===== src/rtl/akcl_pkg.sv =====
// ----------------------------------------------------------------------------
// akcl_pkg
// word types, codes and register reset values of the keypad code lock
// ----------------------------------------------------------------------------
`default_nettype none

package akcl_pkg;

  // input word kinds
  typedef enum logic [1:0] {
    KIND_SAMPLE = 2'd0,
    KIND_LOCK   = 2'd1,
    KIND_UNLOCK = 2'd2,
    KIND_NOP    = 2'd3
  } kind_e;

  // attempt outcome codes
  typedef enum logic [1:0] {
    OUTCOME_NONE     = 2'd0,
    OUTCOME_UNLOCKED = 2'd1,
    OUTCOME_RELOCKED = 2'd2,
    OUTCOME_REJECTED = 2'd3
  } outcome_e;

  // register indexes (byte address is 4 * index)
  typedef enum logic [2:0] {
    REG_KEY2_THR    = 3'd0,
    REG_KEY3_THR    = 3'd1,
    REG_KEY4_THR    = 3'd2,
    REG_RELEASE_THR = 3'd3,
    REG_UNLOCK_CODE = 3'd4,
    REG_RELOCK_CODE = 3'd5,
    REG_DECOY_CODE  = 3'd6,
    REG_UNUSED      = 3'd7
  } reg_idx_e;

  localparam int unsigned AddrWidth = 5;
  localparam int unsigned DataWidth = 32;

  localparam logic [7:0]  Key2ThrReset    = 8'h40;
  localparam logic [7:0]  Key3ThrReset    = 8'h95;
  localparam logic [7:0]  Key4ThrReset    = 8'hb4;
  localparam logic [7:0]  ReleaseThrReset = 8'he5;
  localparam logic [15:0] UnlockCodeReset = 16'd4938;
  localparam logic [15:0] RelockCodeReset = 16'd30931;
  localparam logic [15:0] DecoyCodeReset  = 16'd52844;

  typedef struct packed {
    logic [1:0] kind;
    logic [7:0] adc_sample;
  } in_word_t;

  typedef struct packed {
    logic       key_accepted;
    logic [2:0] key_value;
    logic       attempt_done;
    logic [1:0] outcome;
    logic       decoy_hit;
    logic       is_unlocked;
  } out_word_t;

endpackage

`default_nettype wire


===== src/rtl/analog_keypad_code_lock.sv =====
// path: an accepted word waits in the input register, is decoded and judged
//   there, and its result word is held in and offered from the result register
// throughput: one word per cycle; the input register and the result register
//   both advance together whenever the result register is free or being taken
// reset: asynchronous, active low; lock comes up locked with the key count,
//   pending candidate and confirmed press cleared and registers at defaults
`default_nettype none

// ----------------------------------------------------------------------------
// analog_keypad_code_lock
// resistor-ladder keypad decoder with debounce, CODE_LENGTH-key (eight by default) code buffer and
// lock / unlock / decoy code judging, APB register port for thresholds/codes
// ----------------------------------------------------------------------------
module analog_keypad_code_lock #(
  parameter int unsigned CODE_LENGTH = 8
) (
  input  wire                            clk_i,
  input  wire                            rst_ni,
  // input word channel
  input  wire                            in_valid_i,
  output logic                           in_stall_o,
  input  wire  akcl_pkg::in_word_t       in_word_i,
  // result word channel
  output logic                           out_valid_o,
  input  wire                            out_stall_i,
  output akcl_pkg::out_word_t            out_word_o,
  // register port
  input  wire                            psel,
  input  wire                            penable,
  input  wire                            pwrite,
  input  wire  [akcl_pkg::AddrWidth-1:0] paddr,
  input  wire  [akcl_pkg::DataWidth-1:0] pwdata,
  output logic [akcl_pkg::DataWidth-1:0] prdata,
  output logic                           pready
);
  import akcl_pkg::*;

  localparam int unsigned IdxW = (CODE_LENGTH > 1) ? $clog2(CODE_LENGTH) : 1;
  localparam logic [IdxW-1:0] LastSlot = IdxW'(CODE_LENGTH - 1);

  // --------------------------------------------------------------------------
  // register port
  // --------------------------------------------------------------------------
  logic [7:0]  key2_thr_q, key3_thr_q, key4_thr_q, release_thr_q;
  logic [15:0] unlock_code_q, relock_code_q, decoy_code_q;
  logic        cfg_write;
  reg_idx_e    cfg_idx;

  assign pready    = 1'b1;
  assign cfg_write = psel & penable & pwrite & pready;
  assign cfg_idx   = reg_idx_e'(paddr[4:2]);

  always_ff @(posedge clk_i or negedge rst_ni) begin
    if (!rst_ni) begin
      key2_thr_q    <= Key2ThrReset;
      key3_thr_q    <= Key3ThrReset;
      key4_thr_q    <= Key4ThrReset;
      release_thr_q <= ReleaseThrReset;
      unlock_code_q <= UnlockCodeReset;
      relock_code_q <= RelockCodeReset;
      decoy_code_q  <= DecoyCodeReset;
    end else if (cfg_write) begin
      case (cfg_idx)
        REG_KEY2_THR:    key2_thr_q    <= pwdata[7:0];
        REG_KEY3_THR:    key3_thr_q    <= pwdata[7:0];
        REG_KEY4_THR:    key4_thr_q    <= pwdata[7:0];
        REG_RELEASE_THR: release_thr_q <= pwdata[7:0];
        REG_UNLOCK_CODE: unlock_code_q <= pwdata[15:0];
        REG_RELOCK_CODE: relock_code_q <= pwdata[15:0];
        REG_DECOY_CODE:  decoy_code_q  <= pwdata[15:0];
        default: ;  // writes past the register list are dropped
      endcase
    end
  end

  always_comb begin
    case (cfg_idx)
      REG_KEY2_THR:    prdata = {24'd0, key2_thr_q};
      REG_KEY3_THR:    prdata = {24'd0, key3_thr_q};
      REG_KEY4_THR:    prdata = {24'd0, key4_thr_q};
      REG_RELEASE_THR: prdata = {24'd0, release_thr_q};
      REG_UNLOCK_CODE: prdata = {16'd0, unlock_code_q};
      REG_RELOCK_CODE: prdata = {16'd0, relock_code_q};
      REG_DECOY_CODE:  prdata = {16'd0, decoy_code_q};
      default:         prdata = '0;
    endcase
  end

  // --------------------------------------------------------------------------
  // input register and result register handshake
  // --------------------------------------------------------------------------
  logic      in_valid_q;
  in_word_t  in_word_q;
  logic      out_valid_q;
  out_word_t out_word_q;
  out_word_t out_word_d;
  logic      advance;   // the held input word is processed this cycle
  logic      in_take;

  assign advance    = in_valid_q & (~out_valid_q | ~out_stall_i);
  assign in_stall_o = in_valid_q & ~advance;
  assign in_take    = in_valid_i & ~in_stall_o;

  always_ff @(posedge clk_i or negedge rst_ni) begin
    if (!rst_ni) begin
      in_valid_q  <= 1'b0;
      out_valid_q <= 1'b0;
    end else begin
      if (in_take || advance) begin
        in_valid_q <= in_take;
      end
      if (advance) begin
        out_valid_q <= 1'b1;
      end else if (!out_stall_i) begin
        out_valid_q <= 1'b0;
      end
    end
  end

  always_ff @(posedge clk_i) begin
    if (in_take) begin
      in_word_q <= in_word_i;
    end
    if (advance) begin
      out_word_q <= out_word_d;
    end
  end

  assign out_valid_o = out_valid_q;
  assign out_word_o  = out_word_q;

  // --------------------------------------------------------------------------
  // keypad state
  // --------------------------------------------------------------------------
  logic [1:0]      key_buf_q [CODE_LENGTH];  // key minus one per position
  logic [IdxW-1:0] count_q, count_d;
  logic            cand_q, cand_d;           // candidate key seen once
  logic            press_q, press_d;         // press confirmed, wait release
  logic            unlocked_q, unlocked_d;
  logic            buf_write;
  logic [1:0]      buf_wdata;

  // priority chain over the thresholds, first one the sample is below wins
  logic [2:0] key;
  logic       key_hit;
  logic [1:0] key_code;

  always_comb begin
    if (in_word_q.adc_sample < key2_thr_q) begin
      key = 3'd1;
    end else if (in_word_q.adc_sample < key3_thr_q) begin
      key = 3'd2;
    end else if (in_word_q.adc_sample < key4_thr_q) begin
      key = 3'd3;
    end else if (in_word_q.adc_sample < release_thr_q) begin
      key = 3'd4;
    end else begin
      key = 3'd0;
    end
  end

  assign key_hit  = (key != 3'd0);
  assign key_code = key[1:0] - 2'd1;

  // parallel compare of the stored attempt against the three codes;
  // positions past eight only match key 1
  logic [CODE_LENGTH-1:0] unlock_eq, relock_eq, decoy_eq;

  for (genvar gi = 0; gi < CODE_LENGTH; gi++) begin : g_cmp
    if (gi < 8) begin : g_coded
      assign unlock_eq[gi] = (key_buf_q[gi] == unlock_code_q[2*gi +: 2]);
      assign relock_eq[gi] = (key_buf_q[gi] == relock_code_q[2*gi +: 2]);
      assign decoy_eq[gi]  = (key_buf_q[gi] == decoy_code_q[2*gi +: 2]);
    end else begin : g_zero
      assign unlock_eq[gi] = (key_buf_q[gi] == 2'd0);
      assign relock_eq[gi] = (key_buf_q[gi] == 2'd0);
      assign decoy_eq[gi]  = (key_buf_q[gi] == 2'd0);
    end
  end

  // one step of the lock for the held word
  logic confirm;
  logic release_now;

  always_comb begin
    count_d    = count_q;
    cand_d     = cand_q;
    press_d    = press_q;
    unlocked_d = unlocked_q;
    buf_write  = 1'b0;
    buf_wdata  = key_code;
    confirm    = 1'b0;
    release_now = 1'b0;
    out_word_d = '0;

    case (kind_e'(in_word_q.kind))
      KIND_LOCK:   unlocked_d = 1'b0;
      KIND_UNLOCK: unlocked_d = 1'b1;
      KIND_SAMPLE: begin
        // second sample of the pending key confirms the press
        confirm = cand_q & key_hit & (key_buf_q[count_q] == key_code);
        if (confirm) begin
          cand_d  = 1'b0;
          press_d = 1'b1;
        end
        // new candidate while no press is confirmed
        if (!(press_q || confirm) && key_hit) begin
          buf_write = 1'b1;
          cand_d    = 1'b1;
        end
        // release after a confirmed press stores the key
        release_now = press_q & ~key_hit;
        if (release_now) begin
          press_d                 = 1'b0;
          out_word_d.key_accepted = 1'b1;
          out_word_d.key_value    = {1'b0, key_buf_q[count_q]} + 3'd1;
          if (count_q == LastSlot) begin
            count_d                 = '0;
            out_word_d.attempt_done = 1'b1;
            if (unlocked_q) begin
              if (&relock_eq) begin
                unlocked_d         = 1'b0;
                out_word_d.outcome = OUTCOME_RELOCKED;
              end else begin
                out_word_d.outcome = OUTCOME_REJECTED;
              end
            end else begin
              out_word_d.decoy_hit = &decoy_eq;
              if (&unlock_eq) begin
                unlocked_d         = 1'b1;
                out_word_d.outcome = OUTCOME_UNLOCKED;
              end else begin
                out_word_d.outcome = OUTCOME_REJECTED;
              end
            end
          end else begin
            count_d = count_q + IdxW'(1);
          end
        end
      end
      default: ;  // unused kind leaves all state alone
    endcase

    out_word_d.is_unlocked = unlocked_d;
  end

  always_ff @(posedge clk_i or negedge rst_ni) begin
    if (!rst_ni) begin
      count_q    <= '0;
      cand_q     <= 1'b0;
      press_q    <= 1'b0;
      unlocked_q <= 1'b0;
    end else if (advance) begin
      count_q    <= count_d;
      cand_q     <= cand_d;
      press_q    <= press_d;
      unlocked_q <= unlocked_d;
    end
  end

  // key buffer holds no reset, every entry is written before it is read
  always_ff @(posedge clk_i) begin
    if (advance && buf_write) begin
      key_buf_q[count_q] <= buf_wdata;
    end
  end

endmodule

`default_nettype wire


===== config.mk =====
export PLATFORM = sky130hd
export DESIGN_NAME = analog_keypad_code_lock
export DESIGN_NICKNAME = d
export VERILOG_FILES = /design/src/rtl/akcl_pkg.sv /design/src/rtl/analog_keypad_code_lock.sv
export SDC_FILE = /design/constraint.sdc
export NUM_CORES = 1
export LEC_CHECK = 0
export ABC_AREA = 0
export BUFFER_PORTS_ARGS = -buffer_cell sky130_fd_sc_hd__buf_2
export CAP_MARGIN = 20
export CORE_AREA = 3 3 146 148
export DETAILED_ROUTE_END_ITERATION = 8
export DIE_AREA = 0 0 149 151
export GPL_ROUTABILITY_DRIVEN = 0
export SYNTH_ARGS = -nofsm -noshare
export SYNTH_HDL_FRONTEND = slang
export SYNTH_SLANG_ARGS = --single-unit

===== constraint.sdc =====
create_clock -name clk_i -period 3.3 [get_ports clk_i]
set_input_delay 0.33 -clock clk_i [delete_from_list [all_inputs] [get_ports clk_i]]
set_output_delay 0.33 -clock clk_i [all_outputs]
set_load 0.01 [all_outputs]

### After elaboration in Yosys (flattened, before gate mapping)

Memories as Yosys holds them, arrays and structs flattened.
Index checks and enable logic that the tools add are counted.

| storage, ports and cells | value |
|---|---|
| register bits after elaboration | 107 |
| bits in latches | 0 |
| memory bits (writable) | 16 |
| memory bits (read-only) | 0 |
| bits of input ports | 54 |
| logic and storage cells | 135 |
| memories | 1 |

| operators by class | value |
|---|---|
| add/subtract/negate cells | 3 |
| multiply operators | 0 |
| divide/modulo/power cells | 0 |
| order comparisons | 4 |
| equality and inequality tests | 35 |
| shift-type cells | 0 |
| multiplexer cells | 28 |
| bitwise gates (word level) | 17 |
| reduce and logical (&&, ||, !) cells | 26 |

Memory list:

| memory | words | width | rd ports | clocked after Yosys merged registers in | wr ports | line | text |
|---|---|---|---|---|---|---|---|
| key_buf_q | 8 | 2 | 9 | 0 | 1 | analog_keypad_code_lock.sv:135 | `logic [1:0] key_buf_q [CODE_LENGTH];` |

Operators by type and width:

| kind | number |
|---|---|
| $pmux 16 s7 | 1 |
| $eq 2x2->1 | 25 |
| $lt 8x8->1 | 4 |
| $reduce_and 8->1 | 3 |
| $mux 1 | 17 |
| $reduce_and 2->1 | 8 |
| $mux 3 | 5 |
| $eq 3x3->1 const B | 4 |
| $reduce_and 3->1 | 4 |
| $and 1x1->1 | 8 |
| $mux 8 | 1 |
| $not 1->1 | 8 |
| $eq 3x2->1 const B | 2 |
| $mux 2 | 2 |
| $mux 4 | 1 |
| $reduce_bool 2->1 | 2 |
| $reduce_or 4->1 | 1 |
| $add 2x1->3 const B | 1 |
| $add 3x1->3 const B | 1 |
| $eq 3x1->1 const B | 1 |
| $logic_not 3->1 | 1 |
| $pmux 1 s3 | 1 |
| $reduce_bool 3->1 | 1 |
| $eq 2x1->1 const B | 1 |
| 8 further kinds | 10 |

### Logic depth before layout (Yosys ltp)

Gate-level depths: netlist of run 1.

| logic depth | value |
|---|---|
| word-level depth | 16 |
| mapped depth | 13 |

### Least setup slack after synthesis of run 1

No wires, ideal clock.

| timing path | value |
|---|---|
| path kind | register to register |
| start point | reg key4_thr_q[2] |
| end point | mem key_buf_q[3][0] (enable) |
| arrival time | 3.131 ns |
| required time | 2.986 ns |
| setup slack | -0.145 ns |
| cell stages (with the launch flop) | 13 |
| buffers on the path | 0 |
| clock period less this slack | 3.445 ns |
| path through | dfstp_2 -> inv_1 -> ha_1 -> a211oi_1 -> o21ai_0 -> a41oi_1 -> nor2b_1 -> or2_2 -> ha_1 -> nor2_1 -> and3b_1 -> a2111oi_4 -> nor3b_2 |

| on the way | value |
|---|---|
| word-level cells in the longest chain between the ends | 15 |

RTL lines:

| what | line | text |
|---|---|---|
| start: declaration | analog_keypad_code_lock.sv:44 | `logic [7:0] key2_thr_q, key3_thr_q, key4_thr_q, release_thr_q;` |
| start signal: assignment | analog_keypad_code_lock.sv:57 | `key4_thr_q <= Key4ThrReset;` |
| start signal: assignment | analog_keypad_code_lock.sv:66 | `REG_KEY4_THR: key4_thr_q <= pwdata[7:0];` |
| $lt 8x8->1 * | analog_keypad_code_lock.sv:153 | `end else if (in_word_q.adc_sample < key4_thr_q) begin` |
| $mux 3 * | analog_keypad_code_lock.sv:153 |  |
| $mux 3 * | analog_keypad_code_lock.sv:151 | `end else if (in_word_q.adc_sample < key3_thr_q) begin` |
| $mux 3 * | analog_keypad_code_lock.sv:149 | `if (in_word_q.adc_sample < key2_thr_q) begin` |
| $sub 2x1->2 / $reduce_bool 3->1 (equally long branches) | analog_keypad_code_lock.sv:163, analog_keypad_code_lock.sv:162 |  |
| $eq 2x2->1 / $and 1x1->1 (equally long branches) | analog_keypad_code_lock.sv:201 | `confirm = cand_q & key_hit & (key_buf_q[count_q] == key_code);` |
| $and 1x1->1 | analog_keypad_code_lock.sv:201 |  |
| $logic_or 1x1->1 | analog_keypad_code_lock.sv:207 | `if (!(press_q \|\| confirm) && key_hit) begin` |
| $logic_not 1->1 | analog_keypad_code_lock.sv:207 |  |
| $logic_and 1x1->1 * | analog_keypad_code_lock.sv:207 |  |
| $mux 1 * | analog_keypad_code_lock.sv:207 |  |
| $mux 1 * | analog_keypad_code_lock.sv:196 | `case (kind_e'(in_word_q.kind))` |
| $logic_and 1x1->1 * | analog_keypad_code_lock.sv:263 | `if (advance && buf_write) begin` |
| $mux 1 * | analog_keypad_code_lock.sv:263 |  |
| $mux 1 (not written as such) * | analog_keypad_code_lock.sv:264 | `key_buf_q[count_q] <= buf_wdata;` |
| end: declaration | analog_keypad_code_lock.sv:135 |  |

Mark *: on every way between the ends. The rest lies on a longest branch, timed or not.

### Worst setup path in the final report of run 1

Ends and elaborated chain as after synthesis.

==> results of run 1 <==
[cell usage in the layout (no fill, tap or decap), types with 28 or more instances in the layout]
| cell type | netlist | routed |
|---|---|---|
| buf_2 | 2 | 61 |
| buf_4 | 17 | 34 |
| dfrtp_1 | 50 | 50 |
| dfstp_2 | 38 | 38 |
| edfxtp_1 | 35 | 35 |
| inv_1 | 35 | 32 |
| mux2_2 | 67 | 67 |
| nand2_1 | 53 | 52 |
| nor2_1 | 30 | 29 |
| o21ai_0 | 44 | 39 |
| xor2_1 | 28 | 28 |
[worst max path at each step]
| stage | end | cells past startpoint | from | slack (ns) |
|---|---|---|---|---|
| after global placement | key_buf_q[6][0] | 13 | key3_thr_q[7] | -0.12 |
| after CTS | key_buf_q[6][1] | 13 | key4_thr_q[7] | 0.02 |
| after floorplan | key_buf_q[3][0] | 11 | key3_thr_q[2] | 0.01 |
| after detailed placement | key_buf_q[3][0] | 13 | key3_thr_q[7] | -0.22 |
| after global routing | key_buf_q[3][0] | 13 | key4_thr_q[2] | -0.06 |
| final | key_buf_q[3][0] | 13 | key4_thr_q[2] | 0.05 |
[metal layers]
metal  up-vias  track usage  share of wire
met1      2398        0.212           0.47
met2        73        0.259           0.48
li1       2354            -              -
met4         0       0.0403         0.0089
met5         -            0              0
met3        12       0.0356          0.035
[sequential cells by signal, indices dropped and copies added (netlist names)]
signal / count
cand_q: 1
count_q: 3
decoy_code_q: 16
in_valid_q: 1
in_word_q: 10
key2_thr_q: 8
key3_thr_q: 8
key4_thr_q: 8
key_buf_q: 16
out_valid_o: 1
out_word_o: 9
press_q: 1
release_thr_q: 8
relock_code_q: 16
unlock_code_q: 16
unlocked_q: 1
[final cells by class]
| type | count | share of cell area |
|---|---|---|
| tap | 270 | 0.0397 |
| sequential | 123 | 0.387 |
| multi-input combinational | 436 | 0.408 |
| clock inverter | 9 | 0.0151 |
| inverter | 35 | 0.0154 |
| clock buffer | 23 | 0.0611 |
| timing repair buffer | 99 | 0.0728 |
[metrics by stage]
step	hold WS, ns	instances
CTS	0.0636	990
global placement	0.466	958
finish	0.0845	995
detailed placement	0.484	958
global route	0.0637	995
floorplan	0.0344	635
[where the power goes]
group          internal [mW]  switching, mW
registers               1.91          0.205
clock network           1.34          0.679
logic                  0.584          0.627
total                   3.83           1.51
[cells by family after synthesis]
family	share of synthesized area
compound gates	0.0855
xor+xnor	0.0616
fa+ha+maj	0.0575
buf+inv	0.0526
flops	0.474
mux	0.152
other cells	0.00108
simple gates	0.116
[critical path: stages (launching register included)]
cell       delay, ns
dfstp_2         0.53
inv_2           0.05
ha_4            0.21
a211oi_2        0.22
o21ai_1         0.12
a41oi_2         0.22
nor2b_4         0.06
or2_4           0.24
ha_4            0.31
nand2_2         0.05
and3b_2         0.22
a2111oi_4       0.28
buf_4           0.20
nor3b_4         0.23
[repair_timing]
item / CTS / global route
gates resized for setup: 11 / 19
hold buffers: 0 / 1
pin swaps: 8 / 8
setup buffers: 0 / 3
endpoints found under the hold margin: 0 / 20
endpoints found under the setup margin: 16 / 16
==> flow_metrics.env, run 1 <==
export IMPL_cts_buffers=17
export IMPL_ys_ff_latch=123
export IMPL_clkTransAtPathRegs_ns=0.06
export IMPL_r2r_slack_ns=0.05
export IMPL_crit_path_start_kind="register"
export IMPL_clk_path_buf_depth=2
export IMPL_worst_pin_slew_ns=0.660
export IMPL_hold_end="in_word_q[7]"
export IMPL_post_synth_cell_area_avg_um2=11.2
export IMPL_synthDistinctLibCells=61
export IMPL_setup_slack_ns=0.0462
export IMPL_synth_most_common_cell="mux2_2"
export IMPL_dieArea_mm2=0.0225
export IMPL_grtUsageTotal=0.158
export IMPL_placed_cell_area_mm2=0.00769
export IMPL_ys_flop_type="dfrtp_1"
export IMPL_period_needed_ns=3.25
export IMPL_htree_num_levels=4
export IMPL_synth_edf_count=35
export IMPL_setup_tns_final_ns=0
export IMPL_viasPerCell=4.86
export IMPL_drv_slew=0
export IMPL_drt_iter0_drc=253
export IMPL_r2r_start="key4_thr_q[2]"
export IMPL_portBuffers=62
export IMPL_final_antenna_net_count=0
export IMPL_nNetsFinal=798
export IMPL_ioPinCount=98
export IMPL_endpoint_kind="register"
export IMPL_grt_max_degree=83
export IMPL_antenna_found_initial=0
export IMPL_dp_slack_ns=-0.216
export IMPL_dr_pass1_iters=5
export IMPL_timing_final_crit_share=0.986
export IMPL_synthArstFlopShare=0.715
export IMPL_setup_viol=0
export IMPL_n_antenna_cell=0
export IMPL_layout_drive_gt1_share=0.372
export IMPL_die_w_um=149
export IMPL_seq_area_frac_synth=0.474
export IMPL_syn_area_mm2=0.00697
export IMPL_cp_max_fo=8
export IMPL_core_mm2=0.0202
export IMPL_cts_sinks=123
export IMPL_reg2reg_to="key_buf_q[3][0]"
export IMPL_hp_start="in_word_i[7]"
export IMPL_seq_area_mm2=0.00330
export IMPL_relSlewSlack=0.560
export IMPL_reg2regPathDepth=13
export IMPL_p_per_area_mw_per_mm2=627
export IMPL_totalWireLength_um=17500
export IMPL_syn_to_final_growth_pct=22.3
export IMPL_overflow=0
export IMPL_power_leakage_nw=3.63
export IMPL_ctsRootBufferMaster="clkbuf_16"
export IMPL_irDropWorstVdd_v=0.000342
export IMPL_synth_area_top_cells="dfrtp_1 (18%), edfxtp_1 (15%), dfstp_2 (14%), mux2_2 (11%), ha_1 (5.7%)"
export IMPL_yosysWarnings=0
export IMPL_dp_hpwl_um=12600
export IMPL_worstPathArrival_ns=3.36
export IMPL_fmax_mhz=307
export IMPL_tritoncts="built"
export IMPL_row_count=52
export IMPL_avgRoutedWirePerCell_um=17.6
export IMPL_synthCells=620
export IMPL_fillers=1925
export IMPL_cp_data_required_time_ns=3.41
export IMPL_synth_common_cells="mux2_2 (67), nand2_1 (53), dfrtp_1 (50)"
export IMPL_hold_path_class="input port to register"
export IMPL_multi_input_area_mm2=0.00348
export IMPL_grt_pass1_vias=4853
export IMPL_die_y_um=151
export IMPL_rsz0062_at_grt="yes"
export IMPL_finClkSkew_ns=0.00567
export IMPL_drv_cap=0
export IMPL_vias=4837
export IMPL_drc=0
export IMPL_grt_first_pass_wirelength_um=27400
export IMPL_fin_util=0.422
export IMPL_min_delay_path_depth=1
export IMPL_synth_top_area_cell="dfrtp_1"
export IMPL_synth_top_cell_area_share=0.180
export IMPL_crit_type="register to register"
export IMPL_design_area_mm2=0.00852
export IMPL_outcome="finished, final reports clean"
export IMPL_total_power_mw=5.35
export IMPL_insertion_delay_ns=0.42
export IMPL_initial_utilization=0.345
export IMPL_hold_viol=0
Power figures use the tool's default switching activity.
==> run 2: changes to the inputs <==
==> constraint.sdc (replaced) <==
create_clock -name clk_i -period 3.3 [get_ports clk_i]
set_input_delay 0.33 -clock clk_i [delete_from_list [all_inputs] [get_ports clk_i]]
set_output_delay 0.33 -clock clk_i [all_outputs]
set_load 0.02 [all_outputs]
==> run 2 against run 1 <==
Sequential power is essentially flat. First-iteration DRC count grew 2.4%. Worst hold slack lost 0.081 ns. Non-clock buffer count shrank 3. Clock-buffer cell count grew 4. Die area is the same. Clock skew grew 0.0020 ns. Utilization shrank 0.30 points. Final cell count shrank 0.30%. Combinational power grew 4%. Routed wire length grew 0.35%. Via count grew 1.6%. Critical endpoint is now key_buf_q[6][0]. Largest cell class unchanged. Largest power group unchanged.
==> flow_metrics.env, run 2 (synthesis gave the netlist of run 1 again) <==
export IMPL_outcome="finished, final reports clean"
export IMPL_grt_max_degree=62
export IMPL_setup_viol=0
export IMPL_final_cells=992
export IMPL_layout_drive_gt1_share=0.375
export IMPL_seq_area_mm2=0.00330
export IMPL_totalWireLength_um=17600
export IMPL_timing_final_crit_share=0.996
export IMPL_dr_pass1_iters=5
export IMPL_crit_path_start_kind="register"
export IMPL_p_per_area_mw_per_mm2=614
export IMPL_fillers=1935
export IMPL_grt_first_pass_wirelength_um=27800
export IMPL_tritoncts="built"
export IMPL_drv_slew=0
export IMPL_core_mm2=0.0202
export IMPL_fin_util=0.419
export IMPL_antenna_found_initial=0
export IMPL_fmax_mhz=304
export IMPL_numPlacedInstances=958
export IMPL_hold_path_class="input port to async pin"
export IMPL_power_leakage_nw=3.59
export IMPL_cts_buffers=17
export IMPL_crit_type="register to register"
export IMPL_hold_viol=0
export IMPL_n_antenna_cell=0
export IMPL_drc=0
export IMPL_avgRoutedWirePerCell_um=17.7
export IMPL_viasPerCell=4.95
export IMPL_endpoint_kind="register"
export IMPL_insertion_delay_ns=0.42
export IMPL_period_needed_ns=3.29
export IMPL_htree_num_levels=4
export IMPL_worst_pin_slew_ns=0.807
export IMPL_multi_input_area_mm2=0.00353
export IMPL_finClkSkew_ns=0.00766
export IMPL_overflow=0
export IMPL_die_w_um=149
export IMPL_total_power_mw=5.19
export IMPL_grt_pass1_vias=5031
export IMPL_irDropWorstVdd_v=0.000283
export IMPL_initial_utilization=0.345
export IMPL_worstPathArrival_ns=3.41
export IMPL_final_antenna_net_count=0
export IMPL_grtUsageTotal=0.159
export IMPL_portBuffers=62
export IMPL_ioPinCount=98
export IMPL_clk_path_buf_depth=2
export IMPL_syn_to_final_growth_pct=21.4
export IMPL_die_y_um=151
export IMPL_vias=4912
export IMPL_row_count=52
export IMPL_setup_tns_final_ns=0
export IMPL_cp_data_required_time_ns=3.42
export IMPL_final_cell_mix="mux2_2 (67), buf_2 (61), nand2_1 (52), dfrtp_1 (50), o21ai_0 (40)"
export IMPL_drv_cap=0
export IMPL_layout_commonest_cell="mux2_2"
export IMPL_drt_iter0_drc=259
export IMPL_ctsRootBufferMaster="clkbuf_16"
export IMPL_rsz0062_at_grt="yes"
export IMPL_nNetsFinal=795
export IMPL_relSlewSlack=0.462
export IMPL_dieArea_mm2=0.0225
export IMPL_cp_max_fo=8
export IMPL_cts_sinks=123
export IMPL_dp_hpwl_um=12800
export IMPL_clkTransAtPathRegs_ns=0.06
-- run 2: cell types whose count changed in the layout (fill, tap and decap cells not counted), sizes merged --
cell / delta
buf: -2
bufinv: -3
clkbuf: +4
clkinv: +2
clkinvlp: -3
dlygate4sd3: -1
-- run 2: layer usage --
metal  vias up  track usage  wire length, um
li1       2350            -                -
met1      2440        0.216             8090
met2       106        0.258             8450
met3        16       0.0302              733
met4         0       0.0540              293
met5         -            0                0
-- run 2: worst max-delay path, cell delays in order (launching register included) --
cell,delay (ns)
edfxtp_1,0.51
ha_4,0.30
a211oi_4,0.22
o21ai_2,0.11
a41oi_2,0.23
nor2b_4,0.06
or2_4,0.24
ha_4,0.26
nor2_1,0.09
and3b_2,0.23
a2111oi_4,0.28
buf_4,0.21
and4b_1,0.25
-- run 2: final timing paths --
path                                    from           endpoint  slack [ns]  cells after the start
worst max register to register  in_word_q[2]    key_buf_q[6][0]        0.01                     12
worst min register to register    in_valid_q        out_valid_o        0.49                      1
worst min-delay path                  rst_ni  unlock_code_q[14]       0.003                      1
min in group clk_i              in_word_i[0]       in_word_q[0]        0.09                      1
max in group asynchronous             rst_ni      key3_thr_q[4]        2.49                      2
worst max-delay path            in_word_q[2]    key_buf_q[6][0]        0.01                     12
-- run 2: repair_timing --
item | 4_1_cts | 5_1_grt
endpoints found under the hold margin | 0 | 0
setup buffers | 0 | 2
pin swaps | 6 | 5
setup endpoints to repair | 16 | 16
gates cloned | 0 | 0
resized for setup | 11 | 25
hold buffers | 0 | 0
-- run 2: final cells by class --
| cell class | count | area share |
|---|---|---|
| clock inverter | 5 | 0.00311 |
| multi-input combinational | 436 | 0.418 |
| tap | 270 | 0.0399 |
| inverter | 35 | 0.0155 |
| clock buffer | 27 | 0.0658 |
| sequential | 123 | 0.390 |
| timing repair buffer | 96 | 0.0676 |
-- run 2: where the power goes --
group | switching [mW] | internal (mW)
logic | 0.666 | 0.593
registers | 0.210 | 1.91
clock network | 0.661 | 1.15
-- run 2: per-stage QoR --
step	setup slack [ns]	hold WS, ns	instance area (um^2)
6_report	0.0148	0.00310	8460
4_1_cts	0.00463	0.0325	8310
3_3_place_gp	-0.119	0.468	7690
2_1_floorplan	0.0138	0.0344	7030
3_5_place_dp	-0.206	0.474	7690
5_1_grt	-0.0711	0.0701	8460
